==> src/hw/rtl/blpg_pkg.sv <==
// Shared constants and types for the line point generator.
`default_nettype none

package blpg_pkg;

  // Default coordinate width and the width of the point limit register.
  localparam int COORD_BITS_DEF = 13;
  localparam int MAX_POINTS_W   = 13;

  // Point limit after reset.
  localparam logic [MAX_POINTS_W-1:0] MAX_POINTS_RST = MAX_POINTS_W'(2048);

  // Operation carried by an input item.
  typedef enum logic {
    OP_START = 1'b0,
    OP_STEP  = 1'b1
  } opcode_t;

  // Flags prepared in the input stage for the line engine.
  typedef struct packed {
    logic is_start;
    logic dx_pos;
    logic dy_pos;
    logic steep;
  } item_flags_t;

endpackage

`default_nettype wire

==> src/hw/rtl/blpg_channels.sv <==
// Valid/ready channel interfaces for the input items and the emitted points.
`default_nettype none

interface blpg_in_if #(
  parameter int COORD_BITS = blpg_pkg::COORD_BITS_DEF
);
  logic                         valid;
  logic                         ready;
  logic                         opcode;
  logic signed [COORD_BITS-1:0] x_start;
  logic signed [COORD_BITS-1:0] y_start;
  logic signed [COORD_BITS-1:0] x_end;
  logic signed [COORD_BITS-1:0] y_end;

  modport source (output valid, opcode, x_start, y_start, x_end, y_end, input ready);
  modport sink   (input valid, opcode, x_start, y_start, x_end, y_end, output ready);
endinterface

interface blpg_out_if #(
  parameter int COORD_BITS = blpg_pkg::COORD_BITS_DEF
);
  logic                         valid;
  logic                         ready;
  logic signed [COORD_BITS-1:0] point_x;
  logic signed [COORD_BITS-1:0] point_y;
  logic                         last_point;

  modport source (output valid, point_x, point_y, last_point, input ready);
  modport sink   (input valid, point_x, point_y, last_point, output ready);
endinterface

`default_nettype wire

==> src/hw/rtl/blpg_core.sv <==
// Line engine: line state, point limit register and the result register.
`default_nettype none

module blpg_core #(
  parameter int COORD_BITS = blpg_pkg::COORD_BITS_DEF
) (
  input  logic                                 clk,
  input  logic                                 rst_n,
  // Prepared item from the input register
  input  logic                                 item_valid,
  input  blpg_pkg::item_flags_t                item_flags,
  input  logic [COORD_BITS-1:0]                item_x_start,
  input  logic [COORD_BITS-1:0]                item_y_start,
  input  logic [COORD_BITS-1:0]                item_x_end,
  input  logic [COORD_BITS-1:0]                item_y_end,
  input  logic [COORD_BITS:0]                  item_adx,
  input  logic [COORD_BITS:0]                  item_ady,
  output logic                                 item_take,
  // Point limit register write
  input  logic                                 cfg_wr_en,
  input  logic [blpg_pkg::MAX_POINTS_W-1:0]    cfg_wr_data,
  // Result register
  output logic                                 out_valid,
  input  logic                                 out_ready,
  output logic [COORD_BITS-1:0]                out_point_x,
  output logic [COORD_BITS-1:0]                out_point_y,
  output logic                                 out_last_point
);
  import blpg_pkg::*;

  localparam int DW    = COORD_BITS + 1;  // absolute delta
  localparam int INC_W = COORD_BITS + 2;  // straight increment
  localparam int ERR_W = COORD_BITS + 3;  // error term and diagonal increment

  localparam logic [COORD_BITS-1:0] STEP_UP   = COORD_BITS'(1);
  localparam logic [COORD_BITS-1:0] STEP_DOWN = '1;

  logic [MAX_POINTS_W-1:0] max_points_r;
  logic [COORD_BITS-1:0]   major_pos_r,  major_pos_nxt;
  logic [COORD_BITS-1:0]   minor_pos_r,  minor_pos_nxt;
  logic [COORD_BITS-1:0]   major_end_r,  major_end_nxt;
  logic [ERR_W-1:0]        error_term_r, error_term_nxt;
  logic [INC_W-1:0]        inc_straight_r, inc_straight_nxt;
  logic [ERR_W-1:0]        inc_diagonal_r, inc_diagonal_nxt;
  logic                    major_neg_r, major_neg_nxt;
  logic                    minor_neg_r, minor_neg_nxt;
  logic                    swapped_r, swapped_nxt;
  logic [MAX_POINTS_W-1:0] points_r, points_nxt;
  logic                    active_r, active_nxt;

  logic                    out_valid_r, out_valid_nxt;
  logic [COORD_BITS-1:0]   point_x_r, point_x_nxt;
  logic [COORD_BITS-1:0]   point_y_r, point_y_nxt;
  logic                    last_r, last_nxt;

  logic [DW-1:0]           dmaj, dmin;
  logic [INC_W-1:0]        dmin_minus_dmaj;
  logic                    end_hit;
  logic [ERR_W-1:0]        err_stepped;
  logic                    minor_moves;
  logic [COORD_BITS-1:0]   minor_stepped;
  logic [COORD_BITS-1:0]   major_stepped;
  logic [MAX_POINTS_W-1:0] points_inc;

  // The engine takes an item whenever the result register is free or being drained.
  assign item_take = item_valid && (!out_valid_r || out_ready);

  // Major and minor deltas for a start item.
  assign dmaj = item_flags.steep ? item_ady : item_adx;
  assign dmin = item_flags.steep ? item_adx : item_ady;
  assign dmin_minus_dmaj = {1'b0, dmin} - {1'b0, dmaj};

  // Step arithmetic on the registered line state.
  assign end_hit       = (major_pos_r == major_end_r) || (points_r >= max_points_r);
  assign minor_moves   = !error_term_r[ERR_W-1];
  assign err_stepped   = minor_moves ? (error_term_r + inc_diagonal_r)
                                     : (error_term_r + {1'b0, inc_straight_r});
  assign minor_stepped = minor_moves ? (minor_pos_r + (minor_neg_r ? STEP_DOWN : STEP_UP))
                                     : minor_pos_r;
  assign major_stepped = major_pos_r + (major_neg_r ? STEP_DOWN : STEP_UP);
  assign points_inc    = points_r + MAX_POINTS_W'(1);

  // Next state of the line and the result register.
  always_comb begin
    major_pos_nxt    = major_pos_r;
    minor_pos_nxt    = minor_pos_r;
    major_end_nxt    = major_end_r;
    error_term_nxt   = error_term_r;
    inc_straight_nxt = inc_straight_r;
    inc_diagonal_nxt = inc_diagonal_r;
    major_neg_nxt    = major_neg_r;
    minor_neg_nxt    = minor_neg_r;
    swapped_nxt      = swapped_r;
    points_nxt       = points_r;
    active_nxt       = active_r;
    point_x_nxt      = point_x_r;
    point_y_nxt      = point_y_r;
    last_nxt         = last_r;
    out_valid_nxt    = out_valid_r && !out_ready;

    if (item_take) begin
      if (item_flags.is_start) begin
        // Load a new line; nothing is emitted.
        swapped_nxt      = item_flags.steep;
        major_pos_nxt    = item_flags.steep ? item_y_start : item_x_start;
        major_end_nxt    = item_flags.steep ? item_y_end   : item_x_end;
        minor_pos_nxt    = item_flags.steep ? item_x_start : item_y_start;
        major_neg_nxt    = item_flags.steep ? !item_flags.dy_pos : !item_flags.dx_pos;
        minor_neg_nxt    = item_flags.steep ? !item_flags.dx_pos : !item_flags.dy_pos;
        inc_straight_nxt = {dmin, 1'b0};
        inc_diagonal_nxt = {dmin_minus_dmaj, 1'b0};
        error_term_nxt   = {1'b0, dmin, 1'b0} - {2'b00, dmaj};
        points_nxt       = '0;
        active_nxt       = 1'b1;
      end else if (active_r) begin
        if (end_hit) begin
          active_nxt = 1'b0;
        end else begin
          // Emit the current major position with the stepped minor position and advance along the major axis.
          error_term_nxt = err_stepped;
          minor_pos_nxt  = minor_stepped;
          major_pos_nxt  = major_stepped;
          points_nxt     = points_inc;
          point_x_nxt    = swapped_r ? minor_stepped : major_pos_r;
          point_y_nxt    = swapped_r ? major_pos_r : minor_stepped;
          last_nxt       = (major_stepped == major_end_r) || (points_inc >= max_points_r);
          out_valid_nxt  = 1'b1;
        end
      end
    end
  end

  // Control state and point limit register.
  always_ff @(posedge clk) begin
    if (!rst_n) begin
      max_points_r   <= MAX_POINTS_RST;
      major_pos_r    <= '0;
      minor_pos_r    <= '0;
      major_end_r    <= '0;
      error_term_r   <= '0;
      inc_straight_r <= '0;
      inc_diagonal_r <= '0;
      major_neg_r    <= 1'b0;
      minor_neg_r    <= 1'b0;
      swapped_r      <= 1'b0;
      points_r       <= '0;
      active_r       <= 1'b0;
      out_valid_r    <= 1'b0;
    end else begin
      if (cfg_wr_en) begin
        max_points_r <= cfg_wr_data;
      end
      major_pos_r    <= major_pos_nxt;
      minor_pos_r    <= minor_pos_nxt;
      major_end_r    <= major_end_nxt;
      error_term_r   <= error_term_nxt;
      inc_straight_r <= inc_straight_nxt;
      inc_diagonal_r <= inc_diagonal_nxt;
      major_neg_r    <= major_neg_nxt;
      minor_neg_r    <= minor_neg_nxt;
      swapped_r      <= swapped_nxt;
      points_r       <= points_nxt;
      active_r       <= active_nxt;
      out_valid_r    <= out_valid_nxt;
    end
  end

  // Result payload needs no reset.
  always_ff @(posedge clk) begin
    point_x_r <= point_x_nxt;
    point_y_r <= point_y_nxt;
    last_r    <= last_nxt;
  end

  assign out_valid      = out_valid_r;
  assign out_point_x    = point_x_r;
  assign out_point_y    = point_y_r;
  assign out_last_point = last_r;

  // A step with no line loaded leaves the result register empty.
  a_no_line_no_point: assert property (@(posedge clk) disable iff (!rst_n)
    item_take && !item_flags.is_start && !active_r |=> !out_valid_r)
    else $error("point emitted without an active line");

  // A start item arms a fresh line with a cleared point count.
  a_start_arms: assert property (@(posedge clk) disable iff (!rst_n)
    item_take && item_flags.is_start |=> active_r && (points_r == '0))
    else $error("start item did not arm the line");

  // The minor axis moves by at most one position per emitted point.
  a_minor_unit_step: assert property (@(posedge clk) disable iff (!rst_n)
    item_take && !item_flags.is_start && active_r && !end_hit |=>
      ((minor_pos_r - $past(minor_pos_r)) == '0) ||
      ((minor_pos_r - $past(minor_pos_r)) == STEP_UP) ||
      ((minor_pos_r - $past(minor_pos_r)) == STEP_DOWN))
    else $error("minor axis jumped by more than one");

endmodule

`default_nettype wire

==> src/hw/rtl/bresenham_line_point_generator_unit.sv <==
// Top level of the line point generator: input register and line engine.
//
// Usage:
//   in_chan carries items: a start item (opcode 0) loads both endpoints and
//   emits nothing; a step item (opcode 1) emits at most one point on out_chan.
//   A step emits the major position before its advance and the minor one after it; the end point is never emitted.
//   A line ends at its major end or after max_points points; the last point
//   carries last_point, and further steps give no point until the next start.
//   cfg_wr_en/cfg_wr_data write max_points; write it only between lines.
// Path: a step item passes the input register, which holds the prepared
//   deltas, and then the line engine, which loads the result register.
// Throughput: one item per cycle while the result register is free or being
//   drained; the line state is updated by combinational step arithmetic.
// Reset: no line is loaded, max_points returns to 2048, out_chan is empty.
// Stalls: in_chan keeps taking items while the result register holds a point
//   that the receiver has not yet taken, until the input register is also full;
//   it then holds ready low until out_chan.ready returns.
`default_nettype none

module bresenham_line_point_generator_unit #(
  parameter int COORD_BITS = blpg_pkg::COORD_BITS_DEF
) (
  input  logic                              clk,
  input  logic                              rst_n,
  blpg_in_if.sink                           in_chan,
  blpg_out_if.source                        out_chan,
  input  logic                              cfg_wr_en,
  input  logic [blpg_pkg::MAX_POINTS_W-1:0] cfg_wr_data
);
  import blpg_pkg::*;

  localparam int DW = COORD_BITS + 1;

  logic                  in_valid_r;
  item_flags_t           flags_r, flags_nxt;
  logic [COORD_BITS-1:0] xs_r, ys_r, xe_r, ye_r;
  logic [DW-1:0]         adx_r, adx_nxt;
  logic [DW-1:0]         ady_r, ady_nxt;
  logic [DW-1:0]         dx, dy;
  logic                  item_take;

  // Signed deltas, one bit wider than the coordinates.
  assign dx = {in_chan.x_end[COORD_BITS-1], in_chan.x_end}
            - {in_chan.x_start[COORD_BITS-1], in_chan.x_start};
  assign dy = {in_chan.y_end[COORD_BITS-1], in_chan.y_end}
            - {in_chan.y_start[COORD_BITS-1], in_chan.y_start};

  // Absolute deltas, step directions and the steepness test.
  always_comb begin
    adx_nxt            = dx[DW-1] ? (~dx + DW'(1)) : dx;
    ady_nxt            = dy[DW-1] ? (~dy + DW'(1)) : dy;
    flags_nxt.is_start = (opcode_t'(in_chan.opcode) == OP_START);
    flags_nxt.dx_pos   = !dx[DW-1] && (dx != '0);
    flags_nxt.dy_pos   = !dy[DW-1] && (dy != '0);
    flags_nxt.steep    = adx_nxt < ady_nxt;
  end

  // The input register frees whenever the engine takes its item.
  assign in_chan.ready = !in_valid_r || item_take;

  always_ff @(posedge clk) begin
    if (!rst_n) begin
      in_valid_r <= 1'b0;
    end else if (in_chan.ready) begin
      in_valid_r <= in_chan.valid;
    end
  end

  // Input payload registers capture on every transfer.
  always_ff @(posedge clk) begin
    if (in_chan.valid && in_chan.ready) begin
      flags_r <= flags_nxt;
      xs_r    <= in_chan.x_start;
      ys_r    <= in_chan.y_start;
      xe_r    <= in_chan.x_end;
      ye_r    <= in_chan.y_end;
      adx_r   <= adx_nxt;
      ady_r   <= ady_nxt;
    end
  end

  // Line engine and result register.
  blpg_core #(
    .COORD_BITS (COORD_BITS)
  ) u_core (
    .clk            (clk),
    .rst_n          (rst_n),
    .item_valid     (in_valid_r),
    .item_flags     (flags_r),
    .item_x_start   (xs_r),
    .item_y_start   (ys_r),
    .item_x_end     (xe_r),
    .item_y_end     (ye_r),
    .item_adx       (adx_r),
    .item_ady       (ady_r),
    .item_take      (item_take),
    .cfg_wr_en      (cfg_wr_en),
    .cfg_wr_data    (cfg_wr_data),
    .out_valid      (out_chan.valid),
    .out_ready      (out_chan.ready),
    .out_point_x    (out_chan.point_x),
    .out_point_y    (out_chan.point_y),
    .out_last_point (out_chan.last_point)
  );

endmodule

`default_nettype wire
==> src/flat_wrapper.sv <==
// flat-port wrapper written by rule: the top's interface ports become plain ports
module bresenham_line_point_generator_unit_flat import blpg_pkg::*;
#(
  parameter int COORD_BITS = blpg_pkg::COORD_BITS_DEF
)
  (clk, rst_n, cfg_wr_en, cfg_wr_data, in_chan_valid, in_chan_opcode, in_chan_x_start, in_chan_y_start, in_chan_x_end, in_chan_y_end, in_chan_ready, out_chan_valid, out_chan_point_x, out_chan_point_y, out_chan_last_point, out_chan_ready);
  blpg_in_if #(.COORD_BITS(COORD_BITS)) in_chan_i ();
  blpg_out_if #(.COORD_BITS(COORD_BITS)) out_chan_i ();
  input  logic clk;
  input  logic rst_n;
  input  logic cfg_wr_en;
  input  logic [blpg_pkg::MAX_POINTS_W-1:0] cfg_wr_data;
  input wire logic [$bits(in_chan_i.valid)-1:0] in_chan_valid;
  input wire logic [$bits(in_chan_i.opcode)-1:0] in_chan_opcode;
  input wire logic [$bits(in_chan_i.x_start)-1:0] in_chan_x_start;
  input wire logic [$bits(in_chan_i.y_start)-1:0] in_chan_y_start;
  input wire logic [$bits(in_chan_i.x_end)-1:0] in_chan_x_end;
  input wire logic [$bits(in_chan_i.y_end)-1:0] in_chan_y_end;
  output wire logic [$bits(in_chan_i.ready)-1:0] in_chan_ready;
  output wire logic [$bits(out_chan_i.valid)-1:0] out_chan_valid;
  output wire logic [$bits(out_chan_i.point_x)-1:0] out_chan_point_x;
  output wire logic [$bits(out_chan_i.point_y)-1:0] out_chan_point_y;
  output wire logic [$bits(out_chan_i.last_point)-1:0] out_chan_last_point;
  input wire logic [$bits(out_chan_i.ready)-1:0] out_chan_ready;
  assign in_chan_i.valid = in_chan_valid;
  assign in_chan_i.opcode = in_chan_opcode;
  assign in_chan_i.x_start = in_chan_x_start;
  assign in_chan_i.y_start = in_chan_y_start;
  assign in_chan_i.x_end = in_chan_x_end;
  assign in_chan_i.y_end = in_chan_y_end;
  assign in_chan_ready = in_chan_i.ready;
  assign out_chan_valid = out_chan_i.valid;
  assign out_chan_point_x = out_chan_i.point_x;
  assign out_chan_point_y = out_chan_i.point_y;
  assign out_chan_last_point = out_chan_i.last_point;
  assign out_chan_i.ready = out_chan_ready;
  bresenham_line_point_generator_unit #(.COORD_BITS(COORD_BITS)) u_core (.clk(clk), .rst_n(rst_n), .in_chan(in_chan_i), .out_chan(out_chan_i), .cfg_wr_en(cfg_wr_en), .cfg_wr_data(cfg_wr_data));
endmodule
==> config.mk <==
export PLATFORM = sky130hd
export DESIGN_NAME = bresenham_line_point_generator_unit_flat
export DESIGN_NICKNAME = d
export VERILOG_FILES = /design/src/hw/rtl/blpg_pkg.sv /design/src/hw/rtl/blpg_channels.sv /design/src/hw/rtl/blpg_core.sv /design/src/hw/rtl/bresenham_line_point_generator_unit.sv /design/src/flat_wrapper.sv
export SDC_FILE = /design/constraint.sdc
export NUM_CORES = 1
export LEC_CHECK = 0
export BUFFER_PORTS_ARGS = -buffer_cell sky130_fd_sc_hd__buf_2
export CORE_MARGIN = 1.5
export CORE_UTILIZATION = 60
export CTS_BUF_LIST = sky130_fd_sc_hd__clkbuf_4
export DETAILED_ROUTE_END_ITERATION = 16
export PLACE_DENSITY = 0.81
export SYNTH_ARGS = -nofsm -noshare
export SYNTH_HDL_FRONTEND = slang
export SYNTH_HIERARCHICAL = 1
export SYNTH_SLANG_ARGS = --single-unit
==> constraint.sdc <==
create_clock -name clk -period 11.7 [get_ports clk]
set_input_delay 2.34 -clock clk [delete_from_list [all_inputs] [get_ports clk]]
set_output_delay 2.34 -clock clk [all_outputs]
set_load 0.02 [all_outputs]
==> flow_summary.json <==
{
  "worstMarginPinSlew_ns": 1.101,
  "drt-initial-drc-count": 1152,
  "cap_violations": 0,
  "synthTopCellsByArea": "edfxtp_1 21%, dfxtp_1 15%, ha_1 11%, mux2i_1 5.1%, a21oi_1 4.2%",
  "placementRows": 58,
  "cts_tree": "built",
  "endpoint_kind": "output pin",
  "io_buffers": 99,
  "max_stage_delay_ns": 0.20,
  "grt_use_total_pct": 28.15,
  "dieHeight_um": 164.2,
  "critical-path-top-delay-family": "simple AND/OR/NAND/NOR gates",
  "crit_arrival_ns": 3.28,
  "r2r_setup_slack_ns": 7.83,
  "gp_congestion": 0.9688,
  "syn_inst": 1662,
  "grt_max_degree": 85,
  "synthesis.area_um2": 15590,
  "cts_buffer_depth": 3,
  "grt_pass1_wl_mm": 60.51,
  "clkPwrFrac_pct": 25.0,
  "drive_gt1_share_pct": 15.74,
  "hp-class": "flop to flop",
  "syn2layout_area_growth_pct": 9.462,
  "routed_via_density": 6.052,
  "power_leakage_nw": 7.401,
  "p_sw_mw": 1.051,
  "fin_nets": 1974,
  "fin_crit_ns": 5.621,
  "status": "finished clean",
  "async_flop_share_pct": 0,
  "ys_warn_count": 6,
  "wire_per_inst_um": 17.67,
  "yosysMostFrequentCell": "nand2_1",
  "synth_top_cell_area_share_pct": 21.38,
  "crit_type": "input port to output pin",
  "die_w_um": 164.2,
  "wirelength_mm": 37.86,
  "synth_nets": 1871,
  "first_global_vias": 12440,
  "rsz0062_at_grt": "no",
  "seq_power_share_pct": 34.2,
  "ys_seq_elements": 226,
  "start_kind": "input port",
  "critPathMaxFanout": 3,
  "postCtsSetupBuffers": 0,
  "crit_slowest_cell": "nand2b_1",
  "slew_headroom_pct": 26.60,
  "cts_root_buf": "clkbuf_4",
  "synth_area_per_cell_um2": 9.380,
  "synth_enable_flop_cells": 111,
  "p_int_mw": 1.764,
  "setup_tns_ns": 0,
  "yosysUniqueCellTypes": 95,
  "setup_violations": 0,
  "p_comb_share_pct": 40.9,
  "p_per_area_nw_per_um2": 164.9,
  "max_freq_mhz": 177.9,
  "grt_remaining_overflow": 0,
  "fin_skew_ns": 0.07745,
  "hold_viol": 0,
  "synth_top_area_cell": "edfxtp_1",
  "antenna_found_initial": 1,
  "ant_nets": 0,
  "clk_pin_slew_ns": 0.06,
  "htree_num_levels": 2,
  "slew_violations": 0,
  "hpwl_mm": 27.86,
  "io_pins": 100,
  "whs_ns": 0.4547,
  "cts_resized": 0,
  "vdd_drop_max_mv": 0.1243,
  "crit_required_ns": 9.36,
  "drc": 0,
  "dieArea_um2": 26960,
  "min_period_over_period_pct": 48.04,
  "start_util_pct": 61.56,
  "drtPass1Iterations": 5,
  "ctsHoldBuffers": 0,
  "vias": 12960,
  "synth_commonest_cells": "147 x nand2_1, 131 x a21oi_1, 131 x ha_1",
  "ys_seq_area_share_pct": 36.15,
  "clock_sinks": 226,
  "fp.coreArea_um2": 25330,
  "clock_latency_ns": 0.73,
  "synth_ff_type": "dfxtp_1",
  "crit_buf_inv": 3,
  "swShare_pct": 37.33,
  "numCtsBuffers": 61,
  "worstPathCellList": "buf_2 > nand2b_1 > nand2_1 > inv_1 > nand2b_1 > buf_2"
}
==> per-layer routing <==
metal | up-vias | share of wire (%) | GRT usage (%)
li1 | 6318 | - | -
met1 | 6106 | 44 | 37.16
met2 | 459 | 46 | 45.61
met3 | 81 | 7.4 | 5.126
met4 | 0 | 2.9 | 11.16
met5 | - | 0 | 0
==> path summary, 6_finish.rpt <==
check                                                      start                          endpoint  cells past startpoint
worst max register to register                 u_core/flags_r[0]    u_core/u_core/error_term_r[13]                     12
worst min register to register  u_core/u_core/inc_straight_r[11]  u_core/u_core/inc_straight_r[11]                      2
worst max-delay path                              out_chan_ready                     in_chan_ready                      6
worst min-delay path            u_core/u_core/inc_straight_r[11]  u_core/u_core/inc_straight_r[11]                      2
==> registers in the layout, summed over array words and instances, names as in the netlist, 14 cells and up <==
register,count
u_core/u_core/inc_straight_r,14
u_core/adx_r,14
u_core/ady_r,14
u_core/u_core/inc_diagonal_r,15
u_core/u_core/error_term_r,15
==> kinds of logic (layout without fill, tap and decap cells) <==
logic type,after synthesis,in the layout,synth area share [%]
DFF,226,226,36.15
adders and majority gates,138,138,11.41
xor gates and xnor gates,133,133,7.665
muxes,124,124,8.323
buffers and inverters,150,299,3.836
and+or+nand+nor,460,460,14.16
AOI/OAI and AO/OA,431,431,18.46
other,0,1,0
==> tightest hold or removal path: stages (launching register included) <==
cell	delay, ns
dfxtp_1	0.31
nand2_1	0.05
a21oi_1	0.05
==> power groups by stage <==
| stage | Clock (mW) | Sequential, mW | Combinational (mW) |
|---|---|---|---|
| after floorplan | 0 | 0.966 | 0.890 |
| after global routing | 0.757 | 0.968 | 1.27 |
| after CTS | 0.721 | 0.960 | 1.14 |
| after detailed placement | 0 | 0.978 | 1.13 |
| final | 0.703 | 0.961 | 1.15 |
| after global placement | 0 | 0.974 | 1.10 |
==> stage by stage <==
stage | setup slack [ns] | cell area, um2 | instances | total power, mW | util [%]
global placement | 5.642 | 16300 | 2032 | 2.071 | 64.35
detailed placement | 5.547 | 16300 | 2032 | 2.104 | 64.35
finish | 6.079 | 17070 | 2142 | 2.815 | 67.38
floorplan | 6.189 | 15590 | 1662 | 1.856 | -
CTS | 6.085 | 17060 | 2141 | 2.816 | 67.37
global route | 5.930 | 17070 | 2142 | 2.995 | 67.38
==> cell usage in the layout, fill, tap and decap left out, types with 34 or more instances in the layout <==
cell type / Yosys / routed
clkbuf_4: 0 / 87
o21ai_0: 48 / 48
nand2_1: 147 / 147
ha_1: 131 / 131
mux2i_1: 79 / 79
nor2_1: 123 / 122
dfxtp_1: 115 / 115
xor2_1: 55 / 55
xnor2_1: 74 / 74
a211oi_1: 38 / 38
edfxtp_1: 111 / 111
buf_2: 13 / 99
inv_1: 78 / 77
a21oi_1: 131 / 130
nor3_1: 34 / 34
mux2_2: 45 / 45
==> layout make-up <==
cell class / instances / area, um2
Sequential cell: 226 / 5635
Antenna cell: 1 / 2.502
Fill cell: 2033 / 8262
Inverter: 80 / 300.3
Clock inverter: 22 / 112.6
Clock buffer: 87 / 653.1
Timing Repair Buffer: 110 / 578.1
Multi-Input combinational cell: 1286 / 9370
Tap cell: 330 / 412.9
Note: power is estimated with default switching activity, not from simulation.
